`config.mk`:
```
export PLATFORM = sky130hd
export DESIGN_NAME = pwli_ram
export DESIGN_NICKNAME = d
export VERILOG_FILES = /design/src/hdl/pwli_ram.sv
export SDC_FILE = /design/constraint.sdc
export NUM_CORES = 2
export LEC_CHECK = 0
export ABC_CLOCK_PERIOD_IN_PS = 4620
export BUFFER_PORTS_ARGS = -buffer_cell sky130_fd_sc_hd__buf_2
export CAP_MARGIN = 5
export CELL_PAD_IN_SITES_DETAIL_PLACEMENT = 2
export CELL_PAD_IN_SITES_GLOBAL_PLACEMENT = 2
export CORE_MARGIN = 10
export CORE_UTILIZATION = 45
export DETAILED_ROUTE_END_ITERATION = 7
export GPL_ROUTABILITY_DRIVEN = 0
export PLACE_DENSITY_LB_ADDON = 0.1
export SETUP_SLACK_MARGIN = 0.05
export SKIP_LAST_GASP = 1
export SLEW_MARGIN = 20
export SYNTH_ARGS = -nofsm -noshare
export SYNTH_HDL_FRONTEND = slang
export SYNTH_SLANG_ARGS = --single-unit
export TNS_END_PERCENT = 10
```
`constraint.sdc`:
```
create_clock -name clk -period 4.62 [get_ports clk]
set_input_delay 0.462 -clock clk [delete_from_list [all_inputs] [get_ports clk]]
set_output_delay 0.462 -clock clk [all_outputs]
set_load 0.05 [all_outputs]
```
`src/hdl/pwli_ram.sv`:
```
// Generic single-port-write, single-port-read RAM with registered read data.
`default_nettype none
module pwli_ram #(
  parameter int unsigned WIDTH = 32,
  parameter int unsigned DEPTH = 64
) (
  input  wire logic                     clk,
  input  wire logic                     we,
  input  wire logic [$clog2(DEPTH)-1:0] waddr,
  input  wire logic [WIDTH-1:0]         wdata,
  input  wire logic [$clog2(DEPTH)-1:0] raddr,
  output logic      [WIDTH-1:0]         rdata
);

  logic [WIDTH-1:0] mem [DEPTH];

  // write port and registered read port
  always_ff @(posedge clk) begin
    if (we) begin
      mem[waddr] <= wdata;
    end
    rdata <= mem[raddr];
  end

endmodule
`default_nettype wire

```
==> reports/qor.yml <==
synth:
  syn-num-nets: 3370
  avgSynthCellArea_um2: 23.6
  postSynthCellCount: 3324
  post_synthesis_register_bit_count: 2080
  netlist_area_um2: 78500
  ys_warn_count: 0
  synth.yosys.seq_area_share: 0.791
  post_synth_num_cell_types: 34
finish:
  drive_gt1_frac: 0.318
  area.growth.synth_to_final_pct: 15.2
  fillerInstances: 14600
  nNetsFinal: 3710
  stdcell_count: 6181
clock_network:
  cts_tree: "built"
  cts_post_setup_buffers_inserted: 0
  cts_buffer_depth: 3
  cts_sinks: 2080
  clock_tree.root_cell: "clkbuf_16"
  clk_transition_reported_paths_ns: 0.06
  htreeDepth: 4
  post_cts.resized_instances: 0
  tritoncts.num_buffers: 213
  insertion_delay_of_the_later_clocked_pin_in_the_worst_skew_pair_ns: 0.86
critical_path:
  worst_r2r_startpoint: "mem[38][11]$_DFFE_PP_"
  worst_ep_arrival_time_ns: 4.09
  cp.required_ns: 5.31
  path_cells: "buf_8 > buf_12 > buf_4 > nand3b_1 > o221ai_1 > a21oi_1 > a21oi_1 > nor2_1"
  cp_slowest_stage_delay_ns: 0.86
  setup.worst_path.start: "raddr[0]"
  critical_path_sink_type: "register"
  critical_path.startpoint_type: "input port"
  critical_path_class: "in -> reg"
  worst-path-max-fanout: 44
  critical_path.slowest_cell: "a21oi_1"
  critical-path-top-cell-by-count: "a21oi_1"
place:
  detailed_place_hpwl_mm: 150
  place.port_buffers: 77
  place_worst_setup_slack_ns: 0.279
  numPlacedInstances: 5770
global_routing:
  grt_util_met2: 0.429
  antenna_found_initial: 23
  grt_use_met3: 0.0411
  grt-ovfl-total: 0
  vias_in_the_first_global_route: 41900
  grt_util_all_layers: 0.266
  globalRouteMet1Util: 0.379
  grt_start_max_net_pins: 76
  grt_most_used_layer: "met2"
  first_pass_grt_wire_length_mm: 356
timing:
  timing_worst_slew_pin_value_ns: 1.20
  fin_crit_sh: 0.735
  total_of_endpoints_with_negative_setup_slack_in_the_final_report: 0
  period_minus_slack_ns: 3.40
  fin_skew_ns: 0.0287
  clock.fmax_ghz: 0.295
  maxSlewHeadroom: 0.203
  drv_slew: 0
  totalNegativeSetupSlack_ns: 0
  finalWorstSetupSlack_ns: 1.22
  whs_ns: 0.0716
  rsz0062_at_grt: "false"
  hold_viol: 0
die:
  core_area_um2: 174000
  die_w_um: 438
  io_pins: 78
  effective_utilization_at_floorplan: 0.452
  num_rows: 153
  die-area_um2: 192000
  die_y_um: 438
routing:
  routed_wire_length_per_instance_um: 41.3
  drt_first_pass_iters: 5
  drtAntennaViolNets: 0
  viasPerCell: 6.35
  route.detailed.drc: 0
  drt-total-wl_mm: 255
  drt_first_iter_violations: 5533
  vias: 39300
worst_hold_path:
  holdCritPathClass: "in -> reg"
  hold_path.startpoint: "wdata[30]"
pwr:
  power.total_mw: 40.7
  cellLeakagePower_nw: 28.3
  irDropWorstVdd_mv: 0.357
  power_density_nw_per_um2: 450
run_status:
  status: "complete, no violations"
run:
  drv.max_cap_violation_count: 0
## cells in the final DEF, fill, tap and decap left out, types with 27 or more instances in the layout
cell	netlist	layout
dfxtp_1	32	32
buf_2	57	70
buf_4	25	204
edfxtp_1	2048	2048
clkbuf_16	0	219
clkinv_2	0	37
mux2i_1	93	93
a21oi_1	62	62
mux4_2	544	544
o221ai_1	27	27
clkinv_1	0	43
nor2_1	137	74
nor2_4	0	62
clkbuf_1	74	55
o22ai_1	84	84
## path summary, 6_finish.rpt
path / endpoint / slack (ns) / depth (start not counted)
setup / recovery: rdata[11]$_DFF_P_ / 1.22 / 8
hold / removal: mem[12][30]$_DFFE_PP_ / 0.07 / 1
setup reg to reg: rdata[11]$_DFF_P_ / 1.92 / 5
hold reg to reg: rdata[8]$_DFF_P_ / 0.84 / 4
## where the power goes
group / internal (mW) / switching, mW / leakage (nW)
registers: 20.9 / 0.0910 / 18.7
clock network: 9.95 / 7.40 / 3.40
logic: 0.762 / 1.63 / 6.25
total: 31.6 / 9.13 / 28.3
## timing repair
item | CTS | global route
hold buffers | 2 | 1
setup endpoints to repair | 0 | 0
endpoints found under the hold margin | 17 | 2
## cells in the mapped netlist
cell / instances / area (µm²)
a41o_1: 4 / 40.0
nand2b_1: 8 / 50.1
o32ai_1: 4 / 35.0
nor2b_1: 15 / 93.8
nand3b_1: 5 / 37.5
a22oi_1: 12 / 90.1
edfxtp_1: 2048 / 61500
buf_6: 5 / 56.3
or3b_1: 2 / 17.5
buf_2: 57 / 285
or3_1: 3 / 18.8
a21oi_1: 62 / 310
o22ai_1: 84 / 526
nand3_1: 5 / 25.0
nor2_1: 137 / 514
a31oi_1: 1 / 6.26
clkbuf_1: 74 / 278
mux4_2: 544 / 12300
dfxtp_1: 32 / 641
and3_1: 4 / 25.0
or2_0: 1 / 6.26
or2_1: 1 / 6.26
or2_2: 1 / 6.26
mux2i_1: 93 / 931
nor3_1: 7 / 35.0
nand4b_1: 1 / 8.76
buf_4: 25 / 188
nand2_1: 26 / 97.6
buf_1: 21 / 78.8
and2_1: 2 / 12.5
o221ai_1: 27 / 236
a311oi_1: 8 / 70.1
nand4_1: 2 / 12.5
or3b_2: 3 / 26.3
## metrics by stage
step	util	instance area [µm²]
final	0.521	90500
after global routing	0.521	90500
after CTS	0.521	90400
after detailed placement	0.481	83500
after global placement	0.481	83500
after floorplan	-	78500
## layout make-up
cell class | instances | area [µm²] | area share
diodes | 5 | 12.5 | 0.000138
clock buffers | 288 | 5880 | 0.0650
clock inverters | 114 | 1070 | 0.0119
multi-input cells | 1062 | 16000 | 0.177
flip-flops and latches | 2080 | 62100 | 0.687
well taps | 2325 | 2910 | 0.0322
repair buffers | 307 | 2500 | 0.0276
## worst max-delay path, delay by kind of cell
family,cells,cell delay (ns)
buffers and inverters,3,1.05
AO/OA/AOI/OAI,3,1.75
AND/OR/NAND/NOR,2,0.69
## metal layers
layer / vias to the layer above / share of wire
li1: 15000 / -
met4: 6 / 0.030
met3: 361 / 0.078
met5: - / 0.00016
met1: 22000 / 0.41
met2: 1952 / 0.49
## kinds of logic after synthesis
kind of cell / count (synthesis) / synth area share
AO/OA/AOI/OAI: 202 / 0.0167
buffers and inverters: 182 / 0.0113
flip-flops: 2080 / 0.791
multiplexers: 637 / 0.168
AND/OR/NAND/NOR: 223 / 0.0127
## registers in the layout, indices dropped and copies added (netlist names)
name	flops
mem	2048
rdata	32
Note: power is estimated with default switching activity, not from simulation.
