$ cat config.mk
export PLATFORM = sky130hd
export DESIGN_NAME = pwli_div
export DESIGN_NICKNAME = d
export VERILOG_FILES = /design/src/hdl/pwli_pkg.sv /design/src/hdl/pwli_div.sv
export SDC_FILE = /design/constraint.sdc
export NUM_CORES = 1
export LEC_CHECK = 0
export BUFFER_PORTS_ARGS = -buffer_cell sky130_fd_sc_hd__buf_2
export CORE_UTILIZATION = 55
export CTS_CLUSTER_SIZE = 12
export DETAILED_ROUTE_END_ITERATION = 10
export PLACE_DENSITY = 0.76
export SLEW_MARGIN = 20
export SYNTH_ARGS = -nofsm -noshare
export SYNTH_HDL_FRONTEND = slang
export SYNTH_SLANG_ARGS = --single-unit
$ cat constraint.sdc
create_clock -name clk -period 5.9 [get_ports clk]
set_clock_uncertainty 0.05 [all_clocks]
set_input_delay 0 -clock clk [delete_from_list [all_inputs] [get_ports clk]]
set_output_delay 0 -clock clk [all_outputs]
set_load 0.005 [all_outputs]
$ cat src/hdl/pwli_pkg.sv
// Shared types and constants for the piecewise linear interpolation table.
`default_nettype none
package pwli_pkg;

  // field widths
  localparam int unsigned CNT_W  = 7;
  localparam int unsigned IDX_W  = 6;
  localparam int unsigned DATA_W = 32;
  localparam int unsigned STAT_W = 2;

  // slope divider widths: |dy| * 2^16 over |dx|
  localparam int unsigned DIV_NUM_W = 49;
  localparam int unsigned DIV_DEN_W = 33;

  // operation codes
  localparam logic OP_LOAD  = 1'b0;
  localparam logic OP_QUERY = 1'b1;

  // status codes
  localparam logic [STAT_W-1:0] ST_OK    = 2'd0;
  localparam logic [STAT_W-1:0] ST_EMPTY = 2'd1;
  localparam logic [STAT_W-1:0] ST_SAT   = 2'd2;

  typedef struct packed {
    logic                     operation;
    logic [IDX_W-1:0]         entry_index;
    logic signed [DATA_W-1:0] entry_x;
    logic signed [DATA_W-1:0] entry_y;
    logic signed [DATA_W-1:0] query_x;
  } in_t;

  typedef struct packed {
    logic signed [DATA_W-1:0] result_y;
    logic [STAT_W-1:0]        status;
  } out_t;

endpackage
`default_nettype wire

$ cat src/hdl/pwli_div.sv
// Restoring unsigned divider, one quotient bit per cycle, for the segment slope.
`default_nettype none
module pwli_div (
  input  wire logic                            clk,
  input  wire logic                            rst_n,
  input  wire logic                            start,
  input  wire logic [pwli_pkg::DIV_NUM_W-1:0]  num,
  input  wire logic [pwli_pkg::DIV_DEN_W-1:0]  den,
  output logic                                 done,
  output logic [pwli_pkg::DIV_NUM_W-1:0]       quot
);

  localparam int unsigned NW  = pwli_pkg::DIV_NUM_W;
  localparam int unsigned DW  = pwli_pkg::DIV_DEN_W;
  localparam int unsigned RW  = DW + 1;
  localparam int unsigned CW  = $clog2(NW);

  logic          active_r;
  logic          done_r;
  logic [CW-1:0] cnt_r;
  logic [NW-1:0] num_r;
  logic [DW-1:0] den_r;
  logic [RW-1:0] rem_r;
  logic [NW-1:0] quot_r;

  logic [RW-1:0] rem_sh;
  logic          ge;
  logic [RW-1:0] rem_nxt;

  // shift in the next dividend bit and trial-subtract
  always_comb begin
    rem_sh  = {rem_r[RW-2:0], num_r[NW-1]};
    ge      = rem_sh >= {1'b0, den_r};
    rem_nxt = ge ? (rem_sh - {1'b0, den_r}) : rem_sh;
  end

  // control
  always_ff @(posedge clk) begin
    if (!rst_n) begin
      active_r <= 1'b0;
      done_r   <= 1'b0;
      cnt_r    <= '0;
    end else begin
      done_r <= 1'b0;
      if (start) begin
        active_r <= 1'b1;
        cnt_r    <= '0;
      end else if (active_r) begin
        cnt_r <= cnt_r + 1'b1;
        if (cnt_r == CW'(NW - 1)) begin
          active_r <= 1'b0;
          done_r   <= 1'b1;
        end
      end
    end
  end

  // datapath
  always_ff @(posedge clk) begin
    if (start) begin
      num_r <= num;
      den_r <= den;
      rem_r <= '0;
    end else if (active_r) begin
      rem_r  <= rem_nxt;
      num_r  <= {num_r[NW-2:0], 1'b0};
      quot_r <= {quot_r[NW-2:0], ge};
    end
  end

  assign done = done_r;
  assign quot = quot_r;

  // the remainder always stays below the divisor between steps
  a_rem_below_den: assert property (@(posedge clk) disable iff (!rst_n)
    active_r && !start |=> (rem_r < {1'b0, den_r}))
    else $error("divider remainder not below divisor");

endmodule
`default_nettype wire

==> flow_metrics.py <==
metrics = {
    "status": {
        "status": "finished, final reports clean",
    },
    "clock_network": {
        "cts_made_buffers": 17,
        "clk_root_buffer_cell": "clkbuf_16",
        "insertion_delay_ps": 440,
        "path_clk_slew_ps": 70,
        "cts_resized": 0,
        "postCtsSetupBuffers": 0,
        "cts.sinks": 172,
        "clk_path_buf_depth": 2,
        "h-tree-depth": 4,
        "cts_tree": "done",
    },
    "floorplan": {
        "io_pins": 135,
        "die_x_um": 124,
        "die_h_um": 124,
        "start_util": 0.564,
        "die_area_um2": 15400,
        "fp.coreArea_um2": 14600,
        "row_count": 44,
    },
    "power": {
        "p_per_area_nw_per_um2": 299,
        "irDropWorstVdd_mv": 0.253,
        "p_total_mw": 3.12,
        "p_leak_nw": 4.21,
    },
    "hold_path": {
        "hold_depth": 1,
        "worstHoldPathType": "input port to flop",
    },
    "synthesis": {
        "post-synth-top-count-cell": "edfxtp_1",
        "syn_inst": 676,
        "syn-cell-area_um2": 8230,
        "yosys.area.top_type_share": 0.478,
        "ys.flop_type": "edfxtp_1",
        "synth_edf_count": 131,
        "ys_async_sr_fraction": 0,
        "synth_area_leaders": "edfxtp_1 48%, dfxtp_1 10%, mux2_2 6.6%",
        "synth_cell_type_count": 53,
        "synth_top_area_cell": "edfxtp_1",
        "ys_seq_area_frac": 0.578,
        "synth_seq_cells": 172,
        "yosys-top-cells-count": "131 x edfxtp_1, 49 x nand2_1, 48 x mux2_2",
        "ys.warnings.count": 0,
        "syn_nets": 797,
        "avgSynthCellArea_um2": 12.2,
    },
    "routing": {
        "drtAntennaViolNets": 0,
        "vias": 6012,
        "wl_per_cell_um": 16.6,
        "wirelength_um": 18000,
        "route.detailed.drc": 0,
        "first_iter_violations": 388,
        "first_pass_iters": 5,
        "via_per_inst": 5.54,
    },
    "timing": {
        "fmax_mhz": 275,
        "finalSetupTns_ps": 0,
        "min_period_over_period": 0.615,
        "drv_slew": 0,
        "finalCriticalPeriod_ps": 3630,
        "setup_violations": 0,
        "worst_pin_slew_ps": 1050,
        "rsz0062_at_grt": "no",
        "relSlewSlack": 0.296,
        "finalHoldViolCount": 0,
    },
    "layout": {
        "layout-drive-gt1-share": 0.254,
        "fin_util": 0.717,
        "fill_cells": 966,
        "syn2layout_area_growth_pct": 27.1,
        "finalInstanceArea_um2": 10500,
        "instances_no_fill": 1086,
        "multi_input_area_um2": 3190,
        "nets": 1008,
        "area.sequential_um2": 4760,
    },
    "setup_path": {
        "cp-end-kind": "flop",
        "worstSetupStartpointType": "flop",
        "criticalPathCategory": "flop to flop",
        "reg2reg_depth": 13,
        "path_max_fanout": 35,
        "critPathRequiredTime_ps": 6200,
        "slowest_delay_ps": 440,
        "slowest_stage": "mux2_4",
        "arrival_ps": 3930,
        "cp_cell_sequence": "inv_1 -> ha_1 -> inv_1 -> fa_1 -> a21o_1 -> a221oi_2 -> o21ai_2 -> a31oi_4 -> a211oi_2 -> o21ai_4 -> nand2_4 -> mux2_4 -> a211oi_2",
    },
    "global_route": {
        "gr-total-overflow": 0,
        "grtUsageTotal": 0.242,
        "antenna_found_initial": 1,
        "grt_pass1_wl_um": 29500,
        "grt_max_degree": 63,
        "grt_pass1_vias": 6065,
    },
    "placed_design": {
        "dpl.cell_count": 969,
        "gp_congestion": 0.901,
        "port_buffers": 134,
        "dp_hpwl_um": 11300,
        "placed_area_um2": 9030,
    },
    "flow_run": {
        "max_cap_violations": 0,
    },
}
## timing repair
item / CTS / global route
setup endpoints to repair: 0 / 0
endpoints found under the hold margin: 90 / 0
hold buffers: 83 / 0
## final timing paths
check	slack [ps]	from	end
hold / removal	80	start	den_r[11]$_DFFE_PP_
hold reg to reg	390	quot[8]$_DFFE_PP_	quot[9]$_DFFE_PP_
setup reg to reg	2270	num_r[48]$_DFFE_PP_	rem_r[0]$_SDFFE_PP0P_
setup / recovery	2270	num_r[48]$_DFFE_PP_	rem_r[0]$_SDFFE_PP0P_
## flip-flops by register name, indices dropped and copies added, names as in the netlist
name / flops
den_r: 33
done: 1
rem_r: 33
active_r: 1
num_r: 49
quot: 49
cnt_r: 6
## where the power goes
| group | internal [mW] | switching [mW] |
|---|---|---|
| Sequential | 1.40 | 0.0436 |
| Clock | 0.603 | 0.519 |
| Combinational | 0.254 | 0.299 |
## cell usage in the layout (no fill, tap or decap), types with 3 or more instances in the layout
cell type      instances
a211oi_1              19
a21boi_0               5
a21o_1                13
a21oi_1               39
a311oi_1               7
a31oi_1                3
and2_1                 3
and3_1                 4
buf_2                133
buf_4                  3
clkbuf_16             17
dfxtp_1               40
dlygate4sd3_1         83
edfxtp_1             131
ha_1                  35
inv_1                 41
inv_6                  7
mux2_2                48
mux2i_1               23
nand2_1               49
nand2b_1               9
nand3_1               16
nand4_1               10
nor2_1                47
nor2b_1                5
nor3_1                 7
o21a_1                 6
o21ai_0               22
o21bai_1               4
o221ai_1               3
or3_1                  3
xnor2_1               20
xor2_1                12
## worst max-delay path, delay by kind of cell (launching register included)
family | cells | cell delay (ps)
AO/OA/AOI/OAI | 7 | 1640
adder cells (fa/ha/maj) | 2 | 560
multiplexers | 1 | 440
AND/OR/NAND/NOR | 1 | 370
flip-flops | 1 | 360
buffers and inverters | 2 | 130
## routing by layer
metal,wire length [µm],GRT usage,vias up
li1,-,-,2915
met5,0,0,-
met3,887,0.0455,45
met4,512,0.122,0
met2,9020,0.407,196
met1,7590,0.297,2856
## layout make-up
cell class | instances | area share
Clock inverter | 15 | 0.0160
Sequential cell | 172 | 0.455
Antenna cell | 2 | 0.000479
Tap cell | 184 | 0.0220
Clock buffer | 17 | 0.0407
Timing Repair Buffer | 219 | 0.145
Inverter | 43 | 0.0154
Multi-Input combinational cell | 434 | 0.305
## stage by stage
step | hold WS (ps) | setup slack (ps)
3_5_place_dp | 128 | 2280
2_1_floorplan | 48.9 | 2870
6_report | 80.3 | 2270
3_3_place_gp | 126 | 2390
4_1_cts | 81.0 | 2260
5_1_grt | 102 | 2010
## cells by family (layout without fill, tap and decap cells)
logic type,count (synthesis),count (layout),share of synthesized area
other,0,2,0
AOI/OAI and AO/OA,135,135,0.112
adders and majority gates,36,36,0.0557
and+or+nand+nor,159,159,0.0907
buffers and inverters,70,294,0.0339
xor gates and xnor gates,32,32,0.0341
DFF,172,172,0.578
muxes,72,72,0.0955
Power figures use the tool's default switching activity.
